**src/rtl/mbfc_pkg.sv**
```systemverilog
`default_nettype none

package mbfc_pkg;

    typedef logic [7:0] byte_t;
    typedef logic [3:0] fmt_t;

    localparam int SIG_COUNT = 12;
    localparam int SIG_MAX   = 8;
    localparam int TAR_AT    = 257;
    localparam int TAR_LEN   = 5;
    localparam int TAR_MIN   = 262;
    localparam int TEXT_SCALE = 100;

    localparam logic [6:0] THRESHOLD_RESET = 7'd90;

    localparam fmt_t FMT_EMPTY  = 4'd0;
    localparam fmt_t FMT_ELF    = 4'd1;
    localparam fmt_t FMT_PSF1   = 4'd2;
    localparam fmt_t FMT_PSF2   = 4'd3;
    localparam fmt_t FMT_PNG    = 4'd4;
    localparam fmt_t FMT_JPEG   = 4'd5;
    localparam fmt_t FMT_BMP    = 4'd6;
    localparam fmt_t FMT_GIF    = 4'd7;
    localparam fmt_t FMT_PDF    = 4'd8;
    localparam fmt_t FMT_ZIP    = 4'd9;
    localparam fmt_t FMT_TAR    = 4'd10;
    localparam fmt_t FMT_TEXT   = 4'd11;
    localparam fmt_t FMT_BINARY = 4'd12;

    // signature bytes, unused tail positions padded with zero
    localparam byte_t SIG_BYTES [SIG_COUNT][SIG_MAX] = '{
        '{8'h7F, 8'h45, 8'h4C, 8'h46, 8'h00, 8'h00, 8'h00, 8'h00},
        '{8'h36, 8'h04, 8'h00, 8'h00, 8'h00, 8'h00, 8'h00, 8'h00},
        '{8'h72, 8'hB5, 8'h4A, 8'h86, 8'h00, 8'h00, 8'h00, 8'h00},
        '{8'h89, 8'h50, 8'h4E, 8'h47, 8'h0D, 8'h0A, 8'h1A, 8'h0A},
        '{8'hFF, 8'hD8, 8'hFF, 8'h00, 8'h00, 8'h00, 8'h00, 8'h00},
        '{8'h42, 8'h4D, 8'h00, 8'h00, 8'h00, 8'h00, 8'h00, 8'h00},
        '{8'h47, 8'h49, 8'h46, 8'h38, 8'h37, 8'h61, 8'h00, 8'h00},
        '{8'h47, 8'h49, 8'h46, 8'h38, 8'h39, 8'h61, 8'h00, 8'h00},
        '{8'h25, 8'h50, 8'h44, 8'h46, 8'h2D, 8'h00, 8'h00, 8'h00},
        '{8'h50, 8'h4B, 8'h03, 8'h04, 8'h00, 8'h00, 8'h00, 8'h00},
        '{8'h50, 8'h4B, 8'h05, 8'h06, 8'h00, 8'h00, 8'h00, 8'h00},
        '{8'h50, 8'h4B, 8'h07, 8'h08, 8'h00, 8'h00, 8'h00, 8'h00}
    };

    localparam logic [3:0] SIG_LEN [SIG_COUNT] = '{
        4'd4, 4'd2, 4'd4, 4'd8, 4'd3, 4'd2, 4'd6, 4'd6, 4'd5, 4'd4, 4'd4, 4'd4
    };

    localparam fmt_t SIG_CODE [SIG_COUNT] = '{
        FMT_ELF, FMT_PSF1, FMT_PSF2, FMT_PNG, FMT_JPEG, FMT_BMP,
        FMT_GIF, FMT_GIF, FMT_PDF, FMT_ZIP, FMT_ZIP, FMT_ZIP
    };

    localparam byte_t TAR_BYTES [TAR_LEN] = '{8'h75, 8'h73, 8'h74, 8'h61, 8'h72};

    // per-file flags handed from front to back with each finished file
    typedef struct packed {
        logic [SIG_COUNT-1:0] sig;
        logic                 tar;
        logic                 zero;
    } rec_flags_t;

    function automatic logic is_printable(input byte_t b);
        return (b == 8'd9) || (b == 8'd10) || (b == 8'd13) ||
               ((b >= 8'd32) && (b <= 8'd126));
    endfunction

endpackage

`default_nettype wire

```
**src/rtl/mbfc_fifo.sv**
```systemverilog
`default_nettype none

module mbfc_fifo #(
    parameter int WIDTH = 8,
    parameter int DEPTH = 2
) (
    input  wire logic             clk,
    input  wire logic             rst_n,
    input  wire logic             push,
    input  wire logic [WIDTH-1:0] din,
    output logic                  full,
    input  wire logic             pop,
    output logic [WIDTH-1:0]      dout,
    output logic                  empty
);

    localparam int PTR_W = (DEPTH > 1) ? $clog2(DEPTH) : 1;
    localparam int CNT_W = $clog2(DEPTH + 1);

    logic [WIDTH-1:0] mem [DEPTH];
    logic [PTR_W-1:0] wr_ptr_reg, wr_ptr_next;
    logic [PTR_W-1:0] rd_ptr_reg, rd_ptr_next;
    logic [CNT_W-1:0] count_reg, count_next;
    logic             do_push, do_pop;

    assign full    = (count_reg == CNT_W'(DEPTH));
    assign empty   = (count_reg == '0);
    assign do_push = push && !full;
    assign do_pop  = pop && !empty;
    assign dout    = mem[rd_ptr_reg];

    always_comb
    begin
        wr_ptr_next = wr_ptr_reg;
        rd_ptr_next = rd_ptr_reg;
        count_next  = count_reg;
        if (do_push)
        begin
            wr_ptr_next = (wr_ptr_reg == PTR_W'(DEPTH - 1)) ? '0 : wr_ptr_reg + 1'b1;
        end
        if (do_pop)
        begin
            rd_ptr_next = (rd_ptr_reg == PTR_W'(DEPTH - 1)) ? '0 : rd_ptr_reg + 1'b1;
        end
        if (do_push && !do_pop)
        begin
            count_next = count_reg + 1'b1;
        end
        else if (do_pop && !do_push)
        begin
            count_next = count_reg - 1'b1;
        end
    end

    always_ff @(posedge clk or negedge rst_n)
    begin
        if (!rst_n)
        begin
            wr_ptr_reg <= '0;
            rd_ptr_reg <= '0;
            count_reg  <= '0;
        end
        else
        begin
            wr_ptr_reg <= wr_ptr_next;
            rd_ptr_reg <= rd_ptr_next;
            count_reg  <= count_next;
        end
    end

    always_ff @(posedge clk)
    begin
        if (do_push)
        begin
            mem[wr_ptr_reg] <= din;
        end
    end

endmodule

`default_nettype wire

```
**src/rtl/mbfc_front.sv**
```systemverilog
`default_nettype none

module mbfc_front
    import mbfc_pkg::*;
#(
    parameter int PROBE_BYTES = 512,
    parameter int POS_W = $clog2(PROBE_BYTES + 1)
) (
    input  wire logic             clk,
    input  wire logic             rst_n,
    input  wire logic             accept,
    input  wire byte_t            byte_value,
    input  wire logic             carries_byte,
    input  wire logic             last,
    output logic                  rec_push,
    output rec_flags_t            rec_flags,
    output logic [POS_W-1:0]      rec_size,
    output logic [POS_W-1:0]      rec_printable
);

    logic [POS_W-1:0] pos_reg, pos_next;
    logic [POS_W-1:0] prn_reg, prn_next;
    rec_flags_t       flags_reg, flags_next;
    logic [31:0]      pos_ext;
    logic [2:0]       tar_idx;
    logic             take;

    assign pos_ext = 32'(pos_reg);
    assign tar_idx = 3'(pos_ext - 32'(TAR_AT));
    assign take    = carries_byte && (pos_ext < 32'(PROBE_BYTES));

    // state after this item's byte, if any
    always_comb
    begin
        pos_next   = pos_reg;
        prn_next   = prn_reg;
        flags_next = flags_reg;
        if (take)
        begin
            for (int s = 0; s < SIG_COUNT; s++)
            begin
                if ((pos_ext < 32'(SIG_LEN[s])) &&
                    (SIG_BYTES[s][pos_reg[2:0]] != byte_value))
                begin
                    flags_next.sig[s] = 1'b0;
                end
            end
            if ((pos_ext >= 32'(TAR_AT)) && (pos_ext < 32'(TAR_AT + TAR_LEN)) &&
                (TAR_BYTES[tar_idx] != byte_value))
            begin
                flags_next.tar = 1'b0;
            end
            if (byte_value == 8'd0)
            begin
                flags_next.zero = 1'b1;
            end
            if (is_printable(byte_value))
            begin
                prn_next = prn_reg + 1'b1;
            end
            pos_next = pos_reg + 1'b1;
        end
    end

    assign rec_push      = accept && last;
    assign rec_flags     = flags_next;
    assign rec_size      = pos_next;
    assign rec_printable = prn_next;

    always_ff @(posedge clk or negedge rst_n)
    begin
        if (!rst_n)
        begin
            pos_reg   <= '0;
            prn_reg   <= '0;
            flags_reg <= '{sig: '1, tar: 1'b1, zero: 1'b0};
        end
        else if (accept)
        begin
            if (last)
            begin
                pos_reg   <= '0;
                prn_reg   <= '0;
                flags_reg <= '{sig: '1, tar: 1'b1, zero: 1'b0};
            end
            else
            begin
                pos_reg   <= pos_next;
                prn_reg   <= prn_next;
                flags_reg <= flags_next;
            end
        end
    end

endmodule

`default_nettype wire

```
**src/rtl/mbfc_back.sv**
```systemverilog
`default_nettype none

module mbfc_back
    import mbfc_pkg::*;
#(
    parameter int PROBE_BYTES = 512,
    parameter int POS_W = $clog2(PROBE_BYTES + 1)
) (
    input  wire logic             clk,
    input  wire logic             rst_n,
    input  wire logic [6:0]       threshold,
    input  wire logic             rec_empty,
    output logic                  rec_pop,
    input  wire rec_flags_t       rec_flags,
    input  wire logic [POS_W-1:0] rec_size,
    input  wire logic [POS_W-1:0] rec_printable,
    output logic                  empty,
    input  wire logic             pop,
    output fmt_t                  format_code,
    output logic [9:0]            bytes_examined
);

    localparam int PROD_W = POS_W + 7;
    localparam int RES_W  = $bits(fmt_t) + 10;

    logic [31:0]          size_ext;
    logic [PROD_W-1:0]    prn_scaled;
    logic [PROD_W-1:0]    size_scaled;
    logic                 sig_hit;
    fmt_t                 sig_fmt;
    fmt_t                 code;
    logic                 res_full;
    logic [RES_W-1:0]     res_out;

    assign size_ext    = 32'(rec_size);
    assign prn_scaled  = PROD_W'(rec_printable) * PROD_W'(TEXT_SCALE);
    assign size_scaled = PROD_W'(threshold) * PROD_W'(rec_size);

    // lowest matching signature wins
    always_comb
    begin
        sig_hit = 1'b0;
        sig_fmt = FMT_BINARY;
        for (int s = SIG_COUNT - 1; s >= 0; s--)
        begin
            if (rec_flags.sig[s] && (size_ext >= 32'(SIG_LEN[s])))
            begin
                sig_hit = 1'b1;
                sig_fmt = SIG_CODE[s];
            end
        end
    end

    always_comb
    begin
        priority if (rec_size == '0)
        begin
            code = FMT_EMPTY;
        end
        else if (sig_hit)
        begin
            code = sig_fmt;
        end
        else if ((size_ext >= 32'(TAR_MIN)) && rec_flags.tar)
        begin
            code = FMT_TAR;
        end
        else if (!rec_flags.zero && (prn_scaled >= size_scaled))
        begin
            code = FMT_TEXT;
        end
        else
        begin
            code = FMT_BINARY;
        end
    end

    assign rec_pop = !rec_empty && !res_full;

    mbfc_fifo #(
        .WIDTH (RES_W),
        .DEPTH (2)
    ) u_res_fifo (
        .clk   (clk),
        .rst_n (rst_n),
        .push  (rec_pop),
        .din   ({code, 10'(rec_size)}),
        .full  (res_full),
        .pop   (pop),
        .dout  (res_out),
        .empty (empty)
    );

    assign format_code    = res_out[RES_W-1:10];
    assign bytes_examined = res_out[9:0];

endmodule

`default_nettype wire

```
**src/rtl/magic_byte_format_classifier_unit.sv**
```systemverilog
`default_nettype none

// Magic-byte file format classifier. Feed the leading bytes of a file, one
// byte per transfer from offset zero, with last set on the final transfer of
// the file (an empty file is a single transfer with carries_byte low and last
// high). One result transfer per file follows: format_code (0 empty, 1 ELF,
// 2 PSF1, 3 PSF2, 4 PNG, 5 JPEG, 6 BMP, 7 GIF, 8 PDF, 9 ZIP, 10 TAR, 11 text,
// 12 binary) and bytes_examined, the bytes used, capped at PROBE_BYTES.
// Bytes beyond PROBE_BYTES are accepted and ignored. The unit takes one byte
// every clock cycle while full is low, including back-to-back files; a result
// is registered in the record queue and then in the result queue before it
// reaches the outputs. full rises only when two finished files wait for the
// classification stage, which in turn backs up only when two results sit
// unread in the output queue. The text threshold (percent, reset 90) is
// written through cfg_we/cfg_wdata and should only change between files with
// no results outstanding.
module magic_byte_format_classifier_unit
    import mbfc_pkg::*;
#(
    parameter int PROBE_BYTES = 512
) (
    input  wire logic       clk,
    input  wire logic       rst_n,
    // byte stream in
    input  wire logic       push,
    output logic            full,
    input  wire logic [7:0] byte_value,
    input  wire logic       carries_byte,
    input  wire logic       last,
    // results out
    output logic            empty,
    input  wire logic       pop,
    output logic [3:0]      format_code,
    output logic [9:0]      bytes_examined,
    // threshold register
    input  wire logic       cfg_we,
    input  wire logic [6:0] cfg_wdata
);

    localparam int POS_W = $clog2(PROBE_BYTES + 1);
    localparam int REC_W = $bits(rec_flags_t) + 2 * POS_W;

    logic [6:0]       threshold_reg;
    logic             accept;

    // front -> record queue
    logic             rec_push;
    rec_flags_t       rec_flags_in;
    logic [POS_W-1:0] rec_size_in;
    logic [POS_W-1:0] rec_prn_in;

    // record queue -> back
    logic             rec_pop;
    logic             rec_empty;
    logic [REC_W-1:0] rec_out;
    rec_flags_t       rec_flags_out;
    logic [POS_W-1:0] rec_size_out;
    logic [POS_W-1:0] rec_prn_out;

    always_ff @(posedge clk or negedge rst_n)
    begin
        if (!rst_n)
        begin
            threshold_reg <= THRESHOLD_RESET;
        end
        else if (cfg_we)
        begin
            threshold_reg <= cfg_wdata;
        end
    end

    // every non-final byte is absorbed by the front; only a final transfer
    // needs a free record slot, but full is kept independent of payload
    assign accept = push && !full;

    // front: tracks position, signature prefixes, ustar, zero bytes, printable count
    mbfc_front #(
        .PROBE_BYTES (PROBE_BYTES)
    ) u_front (
        .clk           (clk),
        .rst_n         (rst_n),
        .accept        (accept),
        .byte_value    (byte_value),
        .carries_byte  (carries_byte),
        .last          (last),
        .rec_push      (rec_push),
        .rec_flags     (rec_flags_in),
        .rec_size      (rec_size_in),
        .rec_printable (rec_prn_in)
    );

    // short record queue decoupling front and back
    mbfc_fifo #(
        .WIDTH (REC_W),
        .DEPTH (2)
    ) u_rec_fifo (
        .clk   (clk),
        .rst_n (rst_n),
        .push  (rec_push),
        .din   ({rec_flags_in, rec_size_in, rec_prn_in}),
        .full  (full),
        .pop   (rec_pop),
        .dout  (rec_out),
        .empty (rec_empty)
    );

    assign rec_flags_out = rec_out[REC_W-1:2*POS_W];
    assign rec_size_out  = rec_out[2*POS_W-1:POS_W];
    assign rec_prn_out   = rec_out[POS_W-1:0];

    // back: priority decode and text ratio test, into the result queue
    mbfc_back #(
        .PROBE_BYTES (PROBE_BYTES)
    ) u_back (
        .clk            (clk),
        .rst_n          (rst_n),
        .threshold      (threshold_reg),
        .rec_empty      (rec_empty),
        .rec_pop        (rec_pop),
        .rec_flags      (rec_flags_out),
        .rec_size       (rec_size_out),
        .rec_printable  (rec_prn_out),
        .empty          (empty),
        .pop            (pop),
        .format_code    (format_code),
        .bytes_examined (bytes_examined)
    );

endmodule

`default_nettype wire
```
**config.mk**
```make
export PLATFORM = sky130hd
export DESIGN_NAME = magic_byte_format_classifier_unit
export DESIGN_NICKNAME = d
export VERILOG_FILES = /design/src/rtl/mbfc_pkg.sv /design/src/rtl/mbfc_fifo.sv /design/src/rtl/mbfc_front.sv /design/src/rtl/mbfc_back.sv /design/src/rtl/magic_byte_format_classifier_unit.sv
export SDC_FILE = /design/constraint.sdc
export NUM_CORES = 1
export LEC_CHECK = 0
export BUFFER_PORTS_ARGS = -buffer_cell sky130_fd_sc_hd__buf_2
export CORE_UTILIZATION = 55
export CTS_BUF_LIST = sky130_fd_sc_hd__clkbuf_4 sky130_fd_sc_hd__clkbuf_8 sky130_fd_sc_hd__clkbuf_16
export DETAILED_ROUTE_END_ITERATION = 12
export GPL_ROUTABILITY_DRIVEN = 1
export GPL_TIMING_DRIVEN = 1
export MAX_ROUTING_LAYER = met4
export PLACE_DENSITY = 0.72
export SLEW_MARGIN = 15
export SYNTH_ARGS = -nofsm -noshare
export SYNTH_HDL_FRONTEND = slang
export SYNTH_SLANG_ARGS = --single-unit
```
**constraint.sdc**
```tcl
create_clock -name clk -period 19.9 [get_ports clk]
set_clock_uncertainty 0.2 [all_clocks]
set_input_delay 1.99 -clock clk [delete_from_list [all_inputs] [get_ports clk]]
set_output_delay 1.99 -clock clk [all_outputs]
set_load 0.02 [all_outputs]
```
After elaboration in Yosys (flattened, before gate mapping) --
Memory sizes are Yosys's and may differ from the RTL's. Index checks and enable logic that the tools add are counted. Widths: inputs -> output; s select.
Storage, ports and cells: register bits 49, memory bits (writable) 96, memory bits (read-only) 832, bits of input ports 22, output and inout port bits 16, logic and storage cells 227, memories 15
Operators by class: add/subtract/negate cells 11, multiply operators 2, $lt $le $gt $ge 21, eq/ne operators 18, multiplexer cells 87, bitwise gates (word level) 2, reduce and logical (&&, ||, !) cells 59
Memory list:
- u_rec_fifo.mem | depth 2, bits a word 34, read ports 1, clocked after memory_dff 0, write ports 1, line mbfc_fifo.sv:20 | logic [WIDTH-1:0] mem [DEPTH];
- (no name shown) | depth 8, bits a word 8, read ports 1, clocked after memory_dff 0, write ports 0, line mbfc_front.sv:43 | (SIG_BYTES[s][pos_reg[2:0]] != byte_value))
- (no name shown) | depth 8, bits a word 8, read ports 1, clocked after memory_dff 0, write ports 0, line mbfc_front.sv:43
- (no name shown) | depth 8, bits a word 8, read ports 1, clocked after memory_dff 0, write ports 0, line mbfc_front.sv:43
- (no name shown) | depth 8, bits a word 8, read ports 1, clocked after memory_dff 0, write ports 0, line mbfc_front.sv:43
- (no name shown) | depth 8, bits a word 8, read ports 1, clocked after memory_dff 0, write ports 0, line mbfc_front.sv:43
- 9 more memories
Operators with widths (count):
- $mux 8 | 26
- $ne 8x8->1 | 13
- $mux 10 | 5
- $mux 4 | 11
- $logic_and 1x1->1 | 41
- $mux 1 | 34
- $ge 10x3->1 const B | 3
- $lt 10x3->1 const B | 3
- $mux 14 | 2
- $eq 8x4->1 const B | 3
- $add 10x1->10 const B | 2
- $ge 10x2->1 const B | 2
- $ge 10x9->1 const B | 2
- $lt 10x2->1 const B | 2
- $ge 17x17->1 | 1
- $mul 7x10->17 | 1
- $mul 10x5->15 const B | 1
- $mux 3 | 5
- $ge 10x4->1 const B | 1
- $logic_not 10->1 | 1
- $lt 10x10->1 const B | 1
- $lt 10x4->1 const B | 1
- $lt 10x9->1 const B | 1
- $logic_not 1->1 | 9
- other kinds (14) | 29

Logic depth before layout (Yosys ltp) --
An unclocked memory read counts as a cell.
depth in word-level cells 17, depth in mapped cells 30, mapped depth without buffers 26

Hierarchy --
Synthesis repeated with hierarchy kept, for this count alone.
Unflattened totals: cells, all modules 1087, area, all modules 11538.6 um^2
By module, submodules not included:
- mbfc_back | instances 1, cells each 478, area an instance 3896.2 um^2, sequential area each 0.0 um^2
- mbfc_front | instances 1, cells each 405, area an instance 3278.1 um^2, sequential area each 867.1 um^2
- mbfc_fifo at u_rec_fifo | instances 1, cells each 125, area an instance 2801.4 um^2, sequential area each 2142.1 um^2
- mbfc_fifo at u_back.u_res_fifo | instances 1, cells each 63, area an instance 1260.0 um^2, sequential area each 940.9 um^2
- magic_byte_format_classifier_unit | instances 1, cells each 16, area an instance 302.8 um^2, sequential area each 180.2 um^2

Worst setup path after synthesis --
No wires, ideal clock.
path type register -> register, from reg u_rec_fifo.rd_ptr_reg, to mem u_back.u_res_fifo.mem[0][10] (netlist name), data pin, data arrival time 6.730 ns, data required time 19.435 ns, path slack 12.706 ns, cell stages (with the launch flop) 30, buffers on the path 4, clock period less this slack 7.194 ns, cells stage by stage dfrtp_1 buf_6 buf_2 buf_2 buf_2 mux2i_1 nor2b_1 fa_1 inv_1 fa_1 inv_1 fa_1 inv_1 fa_1 inv_1 ha_1 o21a_1 o31a_1 o21ai_0 a211oi_1 o21ai_0 a21oi_1 xnor2_1 ha_1 a21o_1 a2111oi_0 o211ai_1 o211a_1 nor3b_1 o32a_1
Between the ends: longest elaborated chain between the ends 17, elaborated cells between the ends (all ways) 55, classes of those cells mul: 2; order compare: 8; mux: 28; reduce/logical: 16; memory: 1
RTL lines:
- start, declared | line mbfc_fifo.sv:22 | logic [PTR_W-1:0] rd_ptr_reg, rd_ptr_next;
- start signal, assigned | line mbfc_fifo.sv:66 | rd_ptr_reg <= rd_ptr_next;
- $mem_v2 2x34 *
- parallel branches: the longest is 15 deep, another holds $ge 17x17->1
- $mux 4 * | line mbfc_back.sv:56 | priority if (rec_size == '0)
- via u_back.code[0] | line mbfc_back.sv:31 | fmt_t code;
- end, declared | line mbfc_fifo.sv:20
Mark *: on every way through the listed nets, which the timed path passes.

Worst setup path after layout --
from reg u_rec_fifo.rd_ptr_reg, to mem u_back.u_res_fifo.mem[1][10] (netlist name), data pin
The elaborated chain is that of the path after synthesis.

==> impl_metrics.yaml <==
cells_and_area:
  mostFrequentLayoutCell: "inv_1"
  layout_overhead_on_the_synthesized_area_pct: 9.08
  drive_gt1_frac: 0.131
  n_antenna_cell: 0
  layout_common_cells: "inv_1 (100), ha_1 (99), edfxtp_1 (96)"
  largest_register_ff_count: 68
  finalNetCount: 1248
route:
  postRouteAntennaNets: 0
  detail_route.iter0.violations: 467
  tritonroute_pass_1_iters: 5
  drt-wirelength-per-cell_um: 16.8
  route.vias.total: 7826
  routed_via_density: 5.75
  drt-total-wl_mm: 22.9
  detail_route.drc_violations: 0
clocking:
  clock_tree_from_tritoncts: "yes"
  cts-htree-levels: 4
  post_cts_hold_buffer_count: 0
  cts_max_path_buffers: 2
  worst_setup_hold_path_clk_slew_ns: 0.06
  cts.repair.resized: 0
  clock_tree.root_cell: "clkbuf_16"
  num_cts_buffers: 17
  postCtsSetupRepairBufs: 0
  cts.sink_count: 145
  clk-insertion-delay-late_ns: 0.42
global_routing:
  first_global_vias: 7444
  grt-ovfl-total: 0
  grt_antenna_before_repair: 0
  global_route_usage_sum: 0.241
  wire_length_of_the_first_global_routing_pass_mm: 37.3
  grt_start_max_net_pins: 58
min_path:
  min_path_cells: 1
  timing.hold.worst_endpoint: "u_back.u_res_fifo.wr_ptr_reg$_DFFE_PN0P_"
  holdCritStartpoint: "u_back.u_res_fifo.wr_ptr_reg$_DFFE_PN0P_"
  min_path_type: "register to register"
sta:
  tightestPinTransition_ns: 1.13
  final_hold_viol_count: 0
  final_setup_violation_count: 0
  fmax_mhz: 130
  rsz0062_at_grt: "no"
  min_period_ns: 7.69
  max_slew_margin: 0.242
  fin_crit_sh: 0.386
  finalMaxSlewViolations: 0
  final.setup.tns_ns: 0
die:
  initial_core_util: 0.566
  core_outline_area_um2: 19600
  die-width_um: 144
  num_io_pins: 38
  die-height_um: 144
  die-area_um2: 20700
  placement_row_count: 51
synthesis:
  ys_async_sr_fraction: 0.338
  synth_nets: 1235
  syn-mean-instance-area_um2: 10.4
  synth_edf_count: 96
  yosys_warn_count: 0
  synth_cell_type_count: 75
  synth.yosys.seq_area_share: 0.373
  synth_area_um2: 11100
  postSynth.topFlopCell: "edfxtp_1"
  synthCells: 1070
  yosys_register_bits: 145
placed_design:
  routabilityCongestion: 0.882
  place.port_buffers: 37
  post-dp-hpwl_mm: 16.6
critical_path:
  cp_slowest_cell: "mux2i_1"
  reg2reg_slack_ns: 12.21
  critical_path.max_fanout: 57
  worst_r2r_path_depth: 27
  critical_path_buf_inv_count: 5
  worst_path_largest_cell_delay_ns: 0.65
  required_time_worst_endpoint_ns: 19.86
  worstSetupPathType: "register to register"
  cpLargestDelayFamily: "adder cells"
  timing.rr.start: "u_rec_fifo.rd_ptr_reg$_DFFE_PN0P_"
  crit_path_start_kind: "register"
  r2r-end: "u_back.u_res_fifo.mem[1][10]$_DFFE_PP_"
  path_depth: 27
  timing.critical_path.to_type: "register"
  timing.critical_path.arrival_ns: 7.64
job:
  cap_violations: 0
run_status:
  status: "finished clean"
[worst register-to-register path, cell delays in order (launching register included)]
cell       delay, ns
dfrtp_2         0.33
buf_4           0.51
mux2i_1         0.68
nor2b_1         0.15
fa_1            0.56
inv_1           0.06
fa_1            0.51
inv_1           0.06
fa_1            0.53
inv_1           0.06
fa_1            0.53
inv_1           0.05
ha_1            0.33
o21a_1          0.12
o31a_1          0.10
o21ai_0         0.26
a211oi_1        0.13
o21ai_0         0.23
a21oi_1         0.12
xnor2_1         0.19
ha_1            0.27
nand3_1         0.11
nor3_1          0.07
a2111oi_0       0.40
o211ai_1        0.15
o211a_1         0.21
nor3b_1         0.17
o32a_1          0.35
[area by class of cell]
| type | instances | area (um2) |
|---|---|---|
| Timing Repair Buffer | 42 | 223 |
| Clock inverter | 14 | 201 |
| Inverter | 101 | 379 |
| Fill cell | 1628 | 7500 |
| Multi-Input combinational cell | 776 | 6380 |
| Clock buffer | 18 | 439 |
| Tap cell | 265 | 332 |
| Sequential cell | 145 | 4130 |
[cell usage after synthesis, types with 32 or more instances]
master | count | area [um2]
o21ai_0 | 48 | 240
ha_1 | 99 | 1240
dfrtp_1 | 32 | 801
nor2_1 | 55 | 206
fa_1 | 44 | 881
clkbuf_1 | 36 | 135
edfxtp_1 | 96 | 2880
inv_1 | 100 | 375
a21oi_1 | 39 | 195
xnor2_1 | 44 | 385
and2_1 | 38 | 238
nand2_1 | 61 | 229
mux2_2 | 40 | 450
[how the worst max path moves through the flow]
stage          slack (ns)                                     end                              start
2_1_floorplan       12.71  u_back.u_res_fifo.mem[0][10]$_DFFE_PP_  u_rec_fifo.rd_ptr_reg$_DFFE_PN0P_
3_3_place_gp        12.35  u_back.u_res_fifo.mem[0][10]$_DFFE_PP_  u_rec_fifo.rd_ptr_reg$_DFFE_PN0P_
3_5_place_dp        12.21  u_back.u_res_fifo.mem[0][10]$_DFFE_PP_  u_rec_fifo.rd_ptr_reg$_DFFE_PN0P_
4_1_cts             12.18  u_back.u_res_fifo.mem[1][10]$_DFFE_PP_  u_rec_fifo.rd_ptr_reg$_DFFE_PN0P_
5_1_grt             11.68  u_back.u_res_fifo.mem[1][10]$_DFFE_PP_  u_rec_fifo.rd_ptr_reg$_DFFE_PN0P_
6_report            12.21  u_back.u_res_fifo.mem[1][10]$_DFFE_PP_  u_rec_fifo.rd_ptr_reg$_DFFE_PN0P_
[layer usage]
metal / track usage / part of all wire / vias up
li1: - / - / 3834
met1: 0.329 / 0.48 / 3783
met2: 0.368 / 0.46 / 189
met3: 0.0420 / 0.046 / 20
met4: 0.0672 / 0.014 / 0
met5: - / 0 / -
[cells by family (layout without fill, tap and decap cells)]
kind of cell,Yosys count,after routing,share of synthesized area
AOI/OAI and AO/OA,204,204,0.127
xor gates and xnor gates,71,71,0.0561
adders and majority gates,143,143,0.191
buffers and inverters,149,175,0.0516
DFF,145,145,0.373
muxes,55,55,0.0542
and+or+nand+nor,303,303,0.147
[stage by stage]
step / hold slack, ns / setup WS (ns) / util / std cells / cell area [um2]
2_1_floorplan: 0.260 / 12.71 / - / 1070 / 11100
3_3_place_gp: 0.277 / 12.35 / 0.584 / 1329 / 11400
3_5_place_dp: 0.281 / 12.21 / 0.584 / 1329 / 11400
4_1_cts: 0.289 / 12.18 / 0.617 / 1361 / 12100
5_1_grt: 0.319 / 11.68 / 0.617 / 1361 / 12100
6_report: 0.284 / 12.21 / 0.617 / 1361 / 12100
Power is not shown: default switching activity piles up to over one toggle a cycle in this logic, so the estimate is an artifact.
